### config.mk
export PLATFORM = sky130hd
export DESIGN_NAME = polyphase_4x4_upscaler_top_flat
export DESIGN_NICKNAME = d
export VERILOG_FILES = /design/src/sv/ppu_pkg.sv /design/src/sv/ppu_in_if.sv /design/src/sv/ppu_out_if.sv /design/src/sv/ppu_ram.sv /design/src/sv/ppu_front.sv /design/src/sv/ppu_queue.sv /design/src/sv/ppu_back.sv /design/src/sv/polyphase_4x4_upscaler_top.sv /design/src/flat_wrapper.sv
export SDC_FILE = /design/constraint.sdc
export NUM_CORES = 2
export LEC_CHECK = 0
export BUFFER_PORTS_ARGS = -buffer_cell sky130_fd_sc_hd__buf_2
export CAP_MARGIN = 10
export CORE_AREA = 2 2 368 370
export DETAILED_ROUTE_END_ITERATION = 10
export DIE_AREA = 0 0 370 372
export HOLD_SLACK_MARGIN = 0.08
export PLACE_DENSITY_LB_ADDON = 0.2
export SYNTH_ARGS = -nofsm -noshare
export SYNTH_HDL_FRONTEND = slang
export SYNTH_HIERARCHICAL = 1
export SYNTH_SLANG_ARGS = --single-unit
### constraint.sdc
create_clock -name clk -period 9.7 [get_ports clk]
set_input_delay 0 -clock clk [delete_from_list [all_inputs] [get_ports clk]]
set_output_delay 0 -clock clk [all_outputs]
set_load 0.02 [all_outputs]
### src/sv/ppu_pkg.sv
// Shared constants and types for the polyphase 4x4 upscaler.
`default_nettype none
package ppu_pkg;
  localparam int TAPS          = 4;
  localparam int ROWS          = 4;
  localparam int MAX_SCALE_DEF = 4;
  localparam int PIX_W         = 8;
  localparam int COEF_W        = 16;
  localparam int CIDX_W        = 6;
  localparam int CFG_W         = 3;
  localparam int ACC_W         = 29;
  localparam int SUM_W         = 21;
  localparam int QUO_W         = 8;
  localparam int QUEUE_DEPTH   = 2;
  localparam int COEF_PER_PH   = 16;
  localparam int PROD_W        = PIX_W + 1 + COEF_W;

  localparam logic [CFG_W-1:0] SCALE_RESET = 3'd2;
  localparam logic [QUO_W-1:0] PIX_MAX     = 8'd255;

  localparam logic CMD_COEF   = 1'b0;
  localparam logic CMD_COLUMN = 1'b1;

  // four columns x-1 .. x+2, each with row -1 in the low byte
  typedef logic [TAPS-1:0][ROWS*PIX_W-1:0] ppu_win_t;

  // one output position waiting for the back end
  typedef struct packed {
    ppu_win_t win;
    logic     run_last;
    logic     row_end;
  } ppu_job_t;

  // coefficient write from the front end
  typedef struct packed {
    logic              we;
    logic [COEF_W-1:0] data;
  } ppu_cwr_t;
endpackage
`default_nettype wire

### src/sv/ppu_in_if.sv
// Input channel: coefficient and column items.
`default_nettype none
interface ppu_in_if import ppu_pkg::*; ();
  logic                     valid;
  logic                     ready;
  logic                     cmd;
  logic [CIDX_W-1:0]        coef_index;
  logic signed [COEF_W-1:0] coef_value;
  logic [PIX_W-1:0]         pixel_row_a;
  logic [PIX_W-1:0]         pixel_row_b;
  logic [PIX_W-1:0]         pixel_row_c;
  logic [PIX_W-1:0]         pixel_row_d;
  logic                     last_column;

  modport source (output valid, cmd, coef_index, coef_value, pixel_row_a, pixel_row_b,
                  pixel_row_c, pixel_row_d, last_column, input ready);
  modport sink   (input valid, cmd, coef_index, coef_value, pixel_row_a, pixel_row_b,
                  pixel_row_c, pixel_row_d, last_column, output ready);
endinterface
`default_nettype wire

### src/sv/ppu_out_if.sv
// Result channel: upscaled pixels.
`default_nettype none
interface ppu_out_if import ppu_pkg::*; ();
  logic             valid;
  logic             ready;
  logic [PIX_W-1:0] out_pixel;
  logic             run_last;
  logic             row_end;
  logic             zero_weight_sum;

  modport source (output valid, out_pixel, run_last, row_end, zero_weight_sum, input ready);
  modport sink   (input valid, out_pixel, run_last, row_end, zero_weight_sum, output ready);
endinterface
`default_nettype wire

### src/sv/ppu_ram.sv
// Generic single-write, single-read RAM with registered read data.
`default_nettype none
module ppu_ram #(
  parameter int WIDTH = 16,
  parameter int DEPTH = 64,
  localparam int AW = (DEPTH > 1) ? $clog2(DEPTH) : 1
) (
  input  logic             clk,
  input  logic             we,
  input  logic [AW-1:0]    waddr,
  input  logic [WIDTH-1:0] wdata,
  input  logic [AW-1:0]    raddr,
  output logic [WIDTH-1:0] rdata
);
  logic [WIDTH-1:0] mem_r [DEPTH];
  logic [WIDTH-1:0] rdata_r;

  always_ff @(posedge clk) begin
    if (we) begin
      mem_r[waddr] <= wdata;
    end
    rdata_r <= mem_r[raddr];
  end

  assign rdata = rdata_r;
endmodule
`default_nettype wire

### src/sv/ppu_front.sv
// Front end: takes items, writes coefficients, keeps the column window, queues positions.
`default_nettype none
module ppu_front import ppu_pkg::*; #(
  parameter int MAX_SCALE = MAX_SCALE_DEF,
  localparam int TDEPTH = COEF_PER_PH * MAX_SCALE,
  localparam int TAW = $clog2(TDEPTH)
) (
  input  logic           clk,
  input  logic           rst_n,
  ppu_in_if.sink         in_ch,
  input  logic           back_idle,
  output ppu_cwr_t       cwr,
  output logic [TAW-1:0] cwr_addr,
  output ppu_job_t       push_job,
  output logic           push_valid,
  input  logic           push_ready
);
  typedef enum logic {F_IDLE, F_GEN} fstate_t;

  fstate_t                 state_r, state_nxt;
  ppu_win_t                win_r, win_nxt;
  logic [1:0]              seen_r, seen_nxt;
  logic [ROWS*PIX_W-1:0]   col_r, col_nxt;
  logic [1:0]              k_r, k_nxt;
  logic [1:0]              first_k_r, first_k_nxt;

  logic [ROWS*PIX_W-1:0]   col;
  ppu_win_t                win_in;
  logic                    accept;
  logic                    emit;

  function automatic ppu_win_t shift_in(ppu_win_t w, logic [ROWS*PIX_W-1:0] c);
    shift_in = {c, w[3], w[2], w[1]};
  endfunction

  // coefficient slot modulo the table depth; index stays below 64
  function automatic logic [TAW-1:0] slot_mod(logic [CIDX_W-1:0] idx);
    logic [CIDX_W:0] v;
    v = {1'b0, idx};
    for (int i = 0; i < 4; i++) begin
      if (v >= (CIDX_W+1)'(TDEPTH)) begin
        v = v - (CIDX_W+1)'(TDEPTH);
      end
    end
    slot_mod = TAW'(v);
  endfunction

  assign col    = {in_ch.pixel_row_d, in_ch.pixel_row_c, in_ch.pixel_row_b, in_ch.pixel_row_a};
  assign win_in = (seen_r == 2'd0) ? {TAPS{col}} : shift_in(win_r, col);

  // coefficient items wait until everything before them has been computed
  always_comb begin
    in_ch.ready = 1'b0;
    if (state_r == F_IDLE) begin
      in_ch.ready = (in_ch.cmd == CMD_COEF) ? back_idle : push_ready;
    end
  end
  assign accept = in_ch.valid && in_ch.ready;

  assign cwr.we   = accept && (in_ch.cmd == CMD_COEF);
  assign cwr.data = in_ch.coef_value;
  assign cwr_addr = slot_mod(in_ch.coef_index);

  assign emit = (k_r >= first_k_r);

  // window update and position generation
  always_comb begin
    state_nxt   = state_r;
    win_nxt     = win_r;
    seen_nxt    = seen_r;
    col_nxt     = col_r;
    k_nxt       = k_r;
    first_k_nxt = first_k_r;
    push_valid  = 1'b0;
    push_job    = '{win: win_in, run_last: 1'b1, row_end: 1'b0};
    unique case (state_r)
      F_IDLE: begin
        if (accept && in_ch.cmd == CMD_COLUMN) begin
          win_nxt = win_in;
          if (!in_ch.last_column) begin
            push_valid = (seen_r >= 2'd2);
            if (seen_r != 2'd3) begin
              seen_nxt = seen_r + 2'd1;
            end
          end else begin
            state_nxt   = F_GEN;
            col_nxt     = col;
            k_nxt       = 2'd0;
            first_k_nxt = (seen_r >= 2'd2) ? 2'd0 : 2'd2 - seen_r;
          end
        end
      end
      F_GEN: begin
        push_valid = emit;
        push_job   = '{win: win_r, run_last: (k_r == 2'd2), row_end: (k_r == 2'd2)};
        if (!emit || push_ready) begin
          if (k_r == 2'd2) begin
            state_nxt = F_IDLE;
            seen_nxt  = 2'd0;
          end else begin
            win_nxt = shift_in(win_r, col_r);
            k_nxt   = k_r + 2'd1;
          end
        end
      end
      default: state_nxt = F_IDLE;
    endcase
  end

  always_ff @(posedge clk) begin
    if (!rst_n) begin
      state_r <= F_IDLE;
      seen_r  <= 2'd0;
      win_r   <= '0;
    end else begin
      state_r <= state_nxt;
      seen_r  <= seen_nxt;
      win_r   <= win_nxt;
    end
    col_r     <= col_nxt;
    k_r       <= k_nxt;
    first_k_r <= first_k_nxt;
  end
endmodule
`default_nettype wire

### src/sv/ppu_queue.sv
// Two-entry queue of output positions between front and back end.
`default_nettype none
module ppu_queue import ppu_pkg::*; (
  input  logic     clk,
  input  logic     rst_n,
  input  ppu_job_t push_job,
  input  logic     push_valid,
  output logic     push_ready,
  output ppu_job_t pop_job,
  output logic     pop_valid,
  input  logic     pop
);
  localparam int QW = (QUEUE_DEPTH > 1) ? $clog2(QUEUE_DEPTH) : 1;

  ppu_job_t      ent_r [QUEUE_DEPTH];
  logic [QW-1:0] wr_ptr_r, rd_ptr_r;
  logic [QW:0]   count_r;
  logic          do_push, do_pop;

  function automatic logic [QW-1:0] ptr_inc(logic [QW-1:0] p);
    ptr_inc = (p == QW'(QUEUE_DEPTH - 1)) ? '0 : p + QW'(1);
  endfunction

  assign push_ready = (count_r != (QW+1)'(QUEUE_DEPTH));
  assign pop_valid  = (count_r != '0);
  assign pop_job    = ent_r[rd_ptr_r];
  assign do_push    = push_valid && push_ready;
  assign do_pop     = pop && pop_valid;

  always_ff @(posedge clk) begin
    if (do_push) begin
      ent_r[wr_ptr_r] <= push_job;
    end
    if (!rst_n) begin
      wr_ptr_r <= '0;
      rd_ptr_r <= '0;
      count_r  <= '0;
    end else begin
      if (do_push) wr_ptr_r <= ptr_inc(wr_ptr_r);
      if (do_pop)  rd_ptr_r <= ptr_inc(rd_ptr_r);
      count_r <= count_r + (QW+1)'(do_push) - (QW+1)'(do_pop);
    end
  end
endmodule
`default_nettype wire

### src/sv/ppu_back.sv
// Back end: 16-tap multiply-accumulate per phase, serial divide, clamp, output register.
`default_nettype none
module ppu_back import ppu_pkg::*; #(
  parameter int MAX_SCALE = MAX_SCALE_DEF,
  localparam int TAW = $clog2(COEF_PER_PH * MAX_SCALE),
  localparam int PW = (MAX_SCALE > 1) ? $clog2(MAX_SCALE) : 1
) (
  input  logic                     clk,
  input  logic                     rst_n,
  input  logic [CFG_W-1:0]         scale,
  input  ppu_job_t                 pop_job,
  input  logic                     pop_valid,
  output logic                     pop,
  output logic [TAW-1:0]           rd_addr,
  input  logic signed [COEF_W-1:0] rd_data,
  output logic                     busy,
  ppu_out_if.source                out_ch
);
  typedef enum logic [2:0] {B_IDLE, B_MAC, B_DSET, B_DIV, B_DONE} bstate_t;

  bstate_t                  state_r, state_nxt;
  ppu_job_t                 job_r, job_nxt;
  logic [PW-1:0]            p_r, p_nxt;
  logic [4:0]               cnt_r, cnt_nxt;
  logic signed [ACC_W-1:0]  acc_r, acc_nxt;
  logic signed [SUM_W-1:0]  sum_r, sum_nxt;
  logic [ACC_W-1:0]         rem_r, rem_nxt;
  logic [SUM_W-1:0]         dvs_r, dvs_nxt;
  logic [QUO_W-1:0]         q_r, q_nxt;
  logic [2:0]               bit_r, bit_nxt;
  logic                     zero_r, zero_nxt;
  logic                     out_valid_r, out_valid_nxt;
  logic [PIX_W-1:0]         out_pix_r, out_pix_nxt;
  logic                     out_rl_r, out_rl_nxt;
  logic                     out_re_r, out_re_nxt;
  logic                     out_zero_r, out_zero_nxt;

  logic [3:0]               nphase;
  logic                     last_phase;
  logic [3:0]               tap;
  logic [PIX_W-1:0]         pix;
  logic signed [PROD_W-1:0] prod;
  logic [ACC_W-1:0]         mag_a, mag_b, trial;
  logic                     a_neg, s_neg;
  logic                     out_free;

  // phases in use: zero acts as one, above the maximum saturates
  always_comb begin
    if (scale == '0) begin
      nphase = 4'd1;
    end else if (4'(scale) > 4'(MAX_SCALE)) begin
      nphase = 4'(MAX_SCALE);
    end else begin
      nphase = 4'(scale);
    end
  end
  assign last_phase = ((4'(p_r) + 4'd1) == nphase);

  // tap address issued in the cycle before its accumulate
  assign rd_addr = TAW'({p_r, cnt_r[3:0]});
  assign tap     = cnt_r[3:0] - 4'd1;
  assign pix     = job_r.win[tap[1:0]][{tap[3:2], 3'b000} +: PIX_W];
  assign prod    = $signed({1'b0, pix}) * rd_data;

  // magnitudes for the divider
  assign a_neg = acc_r[ACC_W-1];
  assign s_neg = sum_r[SUM_W-1];
  assign mag_a = a_neg ? ACC_W'(-acc_r) : ACC_W'(acc_r);
  assign mag_b = s_neg ? ACC_W'(-ACC_W'(sum_r)) : ACC_W'(sum_r);
  assign trial = ACC_W'(dvs_r) << bit_r;

  assign out_free = !out_valid_r || out_ch.ready;
  assign busy     = (state_r != B_IDLE);
  assign pop      = (state_r == B_IDLE) && pop_valid;

  always_comb begin
    state_nxt     = state_r;
    job_nxt       = job_r;
    p_nxt         = p_r;
    cnt_nxt       = cnt_r;
    acc_nxt       = acc_r;
    sum_nxt       = sum_r;
    rem_nxt       = rem_r;
    dvs_nxt       = dvs_r;
    q_nxt         = q_r;
    bit_nxt       = bit_r;
    zero_nxt      = zero_r;
    out_valid_nxt = out_valid_r && !out_ch.ready;
    out_pix_nxt   = out_pix_r;
    out_rl_nxt    = out_rl_r;
    out_re_nxt    = out_re_r;
    out_zero_nxt  = out_zero_r;
    unique case (state_r)
      B_IDLE: begin
        if (pop_valid) begin
          job_nxt   = pop_job;
          p_nxt     = '0;
          cnt_nxt   = '0;
          acc_nxt   = '0;
          sum_nxt   = '0;
          state_nxt = B_MAC;
        end
      end
      B_MAC: begin
        if (cnt_r != 5'd0) begin
          acc_nxt = acc_r + ACC_W'(prod);
          sum_nxt = sum_r + SUM_W'(rd_data);
        end
        cnt_nxt = cnt_r + 5'd1;
        if (cnt_r == 5'd16) begin
          state_nxt = B_DSET;
        end
      end
      B_DSET: begin
        zero_nxt = 1'b0;
        q_nxt    = '0;
        rem_nxt  = mag_a;
        dvs_nxt  = SUM_W'(mag_b);
        bit_nxt  = 3'd7;
        if (sum_r == '0) begin
          zero_nxt  = 1'b1;
          state_nxt = B_DONE;
        end else if (acc_r == '0 || a_neg != s_neg) begin
          state_nxt = B_DONE;
        end else if (mag_a >= (mag_b << QUO_W)) begin
          q_nxt     = PIX_MAX;
          state_nxt = B_DONE;
        end else begin
          state_nxt = B_DIV;
        end
      end
      B_DIV: begin
        // one quotient bit per cycle, restoring
        if (rem_r >= trial) begin
          rem_nxt        = rem_r - trial;
          q_nxt[bit_r]   = 1'b1;
        end
        bit_nxt = bit_r - 3'd1;
        if (bit_r == 3'd0) begin
          state_nxt = B_DONE;
        end
      end
      B_DONE: begin
        if (out_free) begin
          out_valid_nxt = 1'b1;
          out_pix_nxt   = q_r;
          out_zero_nxt  = zero_r;
          out_rl_nxt    = job_r.run_last && last_phase;
          out_re_nxt    = job_r.row_end && last_phase;
          if (last_phase) begin
            state_nxt = B_IDLE;
          end else begin
            p_nxt     = p_r + PW'(1);
            cnt_nxt   = '0;
            acc_nxt   = '0;
            sum_nxt   = '0;
            state_nxt = B_MAC;
          end
        end
      end
      default: state_nxt = B_IDLE;
    endcase
  end

  always_ff @(posedge clk) begin
    if (!rst_n) begin
      state_r     <= B_IDLE;
      out_valid_r <= 1'b0;
    end else begin
      state_r     <= state_nxt;
      out_valid_r <= out_valid_nxt;
    end
    job_r      <= job_nxt;
    p_r        <= p_nxt;
    cnt_r      <= cnt_nxt;
    acc_r      <= acc_nxt;
    sum_r      <= sum_nxt;
    rem_r      <= rem_nxt;
    dvs_r      <= dvs_nxt;
    q_r        <= q_nxt;
    bit_r      <= bit_nxt;
    zero_r     <= zero_nxt;
    out_pix_r  <= out_pix_nxt;
    out_rl_r   <= out_rl_nxt;
    out_re_r   <= out_re_nxt;
    out_zero_r <= out_zero_nxt;
  end

  assign out_ch.valid           = out_valid_r;
  assign out_ch.out_pixel       = out_pix_r;
  assign out_ch.run_last        = out_rl_r;
  assign out_ch.row_end         = out_re_r;
  assign out_ch.zero_weight_sum = out_zero_r;
endmodule
`default_nettype wire

### src/sv/polyphase_4x4_upscaler_top.sv
// Top level of the polyphase 4x4 upscaler.
//
//   port      dir   flow        carries
//   in_ch     in    valid/ready coefficient writes and pixel columns
//   out_ch    out   valid/ready upscaled pixels with run_last/row_end/zero flags
//   cfg_*     in    write only  upscale ratio (phases per column)
//
// Each output pixel passes through the back end in steps: the 16-tap
// multiply-accumulate through the coefficient RAM read port, a setup step, the
// serial divider for the 8-bit quotient (skipped for a zero, negative or
// clamped result) and a hand-off step. A position leaves the queue and is
// then run once per phase of the ratio; a last column yields up to three
// positions. Reset is synchronous and active low; no clearing pass is needed.
// A two-entry position queue and the output register let each side stall alone;
// a coefficient item waits until all earlier positions are computed.
`default_nettype none
module polyphase_4x4_upscaler_top import ppu_pkg::*; #(
  parameter int MAX_SCALE = MAX_SCALE_DEF
) (
  input  logic             clk,
  input  logic             rst_n,
  ppu_in_if.sink           in_ch,
  ppu_out_if.source        out_ch,
  input  logic             cfg_we,
  input  logic [CFG_W-1:0] cfg_data
);
  localparam int TDEPTH = COEF_PER_PH * MAX_SCALE;
  localparam int TAW = $clog2(TDEPTH);

  logic [CFG_W-1:0]         scale_r;
  ppu_cwr_t                 cwr;
  logic [TAW-1:0]           cwr_addr;
  logic [TAW-1:0]           rd_addr;
  logic [COEF_W-1:0]        rd_raw;
  ppu_job_t                 push_job, pop_job;
  logic                     push_valid, push_ready, pop_valid, pop, back_busy;

  // scale register
  always_ff @(posedge clk) begin
    if (!rst_n) begin
      scale_r <= SCALE_RESET;
    end else if (cfg_we) begin
      scale_r <= cfg_data;
    end
  end

  ppu_front #(.MAX_SCALE(MAX_SCALE)) u_front (
    .clk, .rst_n, .in_ch,
    .back_idle  (!back_busy && !pop_valid),
    .cwr, .cwr_addr, .push_job, .push_valid, .push_ready
  );

  ppu_queue u_queue (
    .clk, .rst_n, .push_job, .push_valid, .push_ready, .pop_job, .pop_valid, .pop
  );

  ppu_ram #(.WIDTH(COEF_W), .DEPTH(TDEPTH)) u_coef_ram (
    .clk,
    .we    (cwr.we),
    .waddr (cwr_addr),
    .wdata (cwr.data),
    .raddr (rd_addr),
    .rdata (rd_raw)
  );

  ppu_back #(.MAX_SCALE(MAX_SCALE)) u_back (
    .clk, .rst_n,
    .scale   (scale_r),
    .pop_job, .pop_valid, .pop, .rd_addr,
    .rd_data ($signed(rd_raw)),
    .busy    (back_busy),
    .out_ch
  );
endmodule
`default_nettype wire
### src/flat_wrapper.sv
// flat-port wrapper written by rule: the top's interface ports become plain ports
module polyphase_4x4_upscaler_top_flat import ppu_pkg::*;
#(
  parameter int MAX_SCALE = MAX_SCALE_DEF
)
  (clk, rst_n, cfg_we, cfg_data, in_ch_valid, in_ch_cmd, in_ch_coef_index, in_ch_coef_value, in_ch_pixel_row_a, in_ch_pixel_row_b, in_ch_pixel_row_c, in_ch_pixel_row_d, in_ch_last_column, in_ch_ready, out_ch_valid, out_ch_out_pixel, out_ch_run_last, out_ch_row_end, out_ch_zero_weight_sum, out_ch_ready);
  ppu_in_if in_ch_i ();
  ppu_out_if out_ch_i ();
  input  logic clk;
  input  logic rst_n;
  input  logic cfg_we;
  input  logic [CFG_W-1:0] cfg_data;
  input wire logic [$bits(in_ch_i.valid)-1:0] in_ch_valid;
  input wire logic [$bits(in_ch_i.cmd)-1:0] in_ch_cmd;
  input wire logic [$bits(in_ch_i.coef_index)-1:0] in_ch_coef_index;
  input wire logic [$bits(in_ch_i.coef_value)-1:0] in_ch_coef_value;
  input wire logic [$bits(in_ch_i.pixel_row_a)-1:0] in_ch_pixel_row_a;
  input wire logic [$bits(in_ch_i.pixel_row_b)-1:0] in_ch_pixel_row_b;
  input wire logic [$bits(in_ch_i.pixel_row_c)-1:0] in_ch_pixel_row_c;
  input wire logic [$bits(in_ch_i.pixel_row_d)-1:0] in_ch_pixel_row_d;
  input wire logic [$bits(in_ch_i.last_column)-1:0] in_ch_last_column;
  output wire logic [$bits(in_ch_i.ready)-1:0] in_ch_ready;
  output wire logic [$bits(out_ch_i.valid)-1:0] out_ch_valid;
  output wire logic [$bits(out_ch_i.out_pixel)-1:0] out_ch_out_pixel;
  output wire logic [$bits(out_ch_i.run_last)-1:0] out_ch_run_last;
  output wire logic [$bits(out_ch_i.row_end)-1:0] out_ch_row_end;
  output wire logic [$bits(out_ch_i.zero_weight_sum)-1:0] out_ch_zero_weight_sum;
  input wire logic [$bits(out_ch_i.ready)-1:0] out_ch_ready;
  assign in_ch_i.valid = in_ch_valid;
  assign in_ch_i.cmd = in_ch_cmd;
  assign in_ch_i.coef_index = in_ch_coef_index;
  assign in_ch_i.coef_value = in_ch_coef_value;
  assign in_ch_i.pixel_row_a = in_ch_pixel_row_a;
  assign in_ch_i.pixel_row_b = in_ch_pixel_row_b;
  assign in_ch_i.pixel_row_c = in_ch_pixel_row_c;
  assign in_ch_i.pixel_row_d = in_ch_pixel_row_d;
  assign in_ch_i.last_column = in_ch_last_column;
  assign in_ch_ready = in_ch_i.ready;
  assign out_ch_valid = out_ch_i.valid;
  assign out_ch_out_pixel = out_ch_i.out_pixel;
  assign out_ch_run_last = out_ch_i.run_last;
  assign out_ch_row_end = out_ch_i.row_end;
  assign out_ch_zero_weight_sum = out_ch_i.zero_weight_sum;
  assign out_ch_i.ready = out_ch_ready;
  polyphase_4x4_upscaler_top #(.MAX_SCALE(MAX_SCALE)) u_core (.clk(clk), .rst_n(rst_n), .in_ch(in_ch_i), .out_ch(out_ch_i), .cfg_we(cfg_we), .cfg_data(cfg_data));
endmodule
==> impl_metrics.ini <==
[die]
die_h_um = 372
rows = 135
coreArea_mm2 = 0.134
die_w_um = 370
start_util_pct = 59.4
io_pins = 77
die_area_mm2 = 0.138

[clocking]
insertion_delay_ns = 0.83
cts_resized = 0
cts_root_buf = clkbuf_16
cts_made_buffers = 174
clockBufferDepth = 3
clk_pin_slew_ns = 0.06
cts_max_level = 4
ctsHoldBuffers = 107
tritoncts = done
cts.sinks = 1739
post_cts_buffers = 0

[timing]
fin_skew_ns = 0.0514
setup_viol = 0
timing.fmax_mhz = 121
period_share_pct = 85.3
fin_crit_ns = 8.28
worstMarginPinSlew_ns = 1.26
drv_slew = 0
hold_violations = 0
rsz0062_at_grt = no
max-slew-margin-rel_pct = 16.1
tns_ns = 0

[synth]
synth_cell_types = 102
avgSynthCellArea_um2 = 15.5
netlist_area_mm2 = 0.0798
yosys_warnings = 6
synthArstFlopShare_pct = 0
synth-seq-area-share_pct = 63.5
synth_edf_count = 1580
ys_ff_latch = 1739
postSynthCellCount = 5141
ys.flop_type = edfxtp_1
synth_fp_nets = 5482

[global_route]
antenna_found_initial = 11
grt_overflow = 0
first_global_vias = 44400
grt_max_degree = 195
grt_usage_pct = 26.6
grt_pass1_wl_mm = 276

[power]
powerDensity_mw_per_mm2 = 180
leakage_nw = 30.8
irDropWorstVdd_mv = 0.202

[critical_path]
critPathRequiredTime_ns = 10.24
rrSetupSlack_ns = 1.42
crit_type = reg2reg
timing.rr.start = u_core/u_back/cnt_r[1]$_SDFFCE_PN0P_
worstSetupEndpoint = u_core/u_back/acc_r[28]$_SDFFCE_PN0P_
cp_max_fo = 33
worstRegToRegCells = 24
r2r-end = u_core/u_back/acc_r[28]$_SDFFCE_PN0P_
crit_path_start_kind = flop
critPathLaunch = u_core/u_back/cnt_r[1]$_SDFFCE_PN0P_
crit_arrival_ns = 8.82
worstSetupEndpointType = flop

[hold_path]
worstHoldStart = in_ch_pixel_row_a[2]
hold_class = in2reg
whs_path_depth = 2

[detailed_routing]
vias = 45300
firstDrtPassIters = 5
first_iter_violations = 5168
wl_per_cell_um = 25.1
drc = 0
antenna_left = 0
wl_mm = 182
vias_per_cell = 6.25

[outcome]
status = completed

[layout]
layoutNonFillerInstCount = 7250
drive_gt1_share_pct = 19.1
layout_commonest_cell = edfxtp_1
syn2layout_area_growth_pct = 10.7
final_area_mm2 = 0.0883
layout_common_cells = edfxtp_1 (1580), nand2_1 (286), mux4_2 (276), inv_1 (248), mux2i_1 (207)
finalNetCount = 5657

[place]
place_area_mm2 = 0.0816
hpwlAfterDp_mm = 110
portBuffers = 76
dp_cells = 6812
gp_congestion = 0.870

[run]
max-cap-violations = 0
-- worst max-delay path: stages, from the launching register on --
cell,delay (ns)
edfxtp_1,0.42
inv_1,0.07
ha_2,1.01
mux4_2,0.61
mux4_2,0.67
and2_1,0.30
fa_1,0.60
inv_1,0.16
fa_1,0.56
inv_1,0.05
fa_1,0.46
fa_1,0.54
inv_1,0.05
fa_1,0.49
inv_1,0.05
ha_1,0.38
a21o_1,0.20
a21o_1,0.18
a21oi_1,0.14
o21ai_0,0.12
and3_1,0.21
a2111o_1,0.42
nand4_1,0.14
a21o_1,0.12
a21oi_1,0.05
-- worst min path at each step --
stage                                        endpoint  slack [ns]
5_1_grt             u_core/u_front/col_r[2]$_DFFE_PP_        0.11
2_1_floorplan          u_core/scale_r[1]$_SDFFE_PN1P_        0.06
3_3_place_gp           u_core/scale_r[1]$_SDFFE_PN1P_        0.22
4_1_cts        u_core/u_queue/ent_r[1][104]$_DFFE_PP_        0.09
6_report            u_core/u_front/col_r[2]$_DFFE_PP_        0.14
3_5_place_dp           u_core/scale_r[1]$_SDFFE_PN1P_        0.22
-- power breakdown --
part / switching (mW) / internal (mW)
logic: 0.625 / 0.401
clock network: 2.87 / 3.69
registers: 0.0676 / 8.26
-- sequential cells by signal (all words and copies together), names as in the netlist, 3 cells and up, named ones only --
signal / cells
u_core/u_back/out_ch.out_pixel: 8
u_core/u_front/win_r: 128
u_core/u_back/dvs_r: 21
u_core/u_back/acc_r: 29
u_core/u_back/rem_r: 29
u_core/u_back/q_r: 8
u_core/u_back/job_r: 130
u_core/scale_r: 3
u_core/u_back/cnt_r: 5
u_core/u_coef_ram/rdata: 16
u_core/u_back/bit_r: 3
u_core/u_coef_ram/mem_r: 1024
u_core/u_front/col_r: 32
u_core/u_back/state_r: 3
u_core/u_queue/ent_r: 260
u_core/u_back/sum_r: 21
-- cell families after synthesis --
logic type      after synthesis  share of synthesized area, %
simple gates                999                          6.38
buf+inv                     556                          3.54
flops                      1739                          63.5
compound gates              787                          6.64
fa+ha+maj                   277                          5.58
mux                         678                          13.2
xor+xnor                    105                          1.16
-- Yosys cell counts, types with 30 or more instances --
cell	instances	area, um2
buf_4	53	398
ha_1	146	1830
clkbuf_1	104	390
mux2i_1	207	2070
buf_2	82	410
a21o_1	41	308
a2bb2oi_1	33	289
nand2_1	286	1070
a211oi_1	84	631
a21oi_1	202	1010
inv_1	249	935
edfxtp_1	1580	47400
nor2_1	204	766
o21ai_0	175	876
mux4_2	276	6220
nor2b_1	42	263
o221ai_1	31	272
nor3_2	30	300
and2_1	126	788
a22oi_1	39	293
xnor2_1	64	561
buf_6	31	349
nand3_1	61	305
fa_1	131	2620
mux2_2	191	2150
nor3_1	108	541
dfxtp_1	159	3180
xor2_1	40	350
-- per-stage QoR --
stage	util (%)	total power [mW]	setup slack, ns	hold slack [ns]
3_3_place_gp	60.7	9.42	1.49	0.222
6_report	65.7	15.9	1.42	0.136
5_1_grt	65.7	16.4	1.07	0.113
3_5_place_dp	60.7	9.45	1.42	0.217
4_1_cts	65.7	16.0	1.38	0.0908
2_1_floorplan	-	9.19	1.49	0.0619
-- routing by layer --
layer  global-route usage [%]  up-vias  wire (um)
met5                        0        -         41
met3                     4.59      282      14800
li1                         -    20100          -
met1                     39.7    23000      77600
met2                     41.0     1888      84800
met4                     7.33        6       4450
-- cell type report --
| class | instances | area (um2) |
|---|---|---|
| antenna | 3 | 7.51 |
| tap | 1781 | 2230 |
| clock buffer | 232 | 4760 |
| multi-input combinational | 2846 | 26400 |
| timing repair buffer | 303 | 2420 |
| clock inverter | 94 | 841 |
| inverter | 252 | 955 |
| sequential | 1739 | 50600 |
| fill | 9235 | 46000 |
Power figures use the tool's default switching activity.
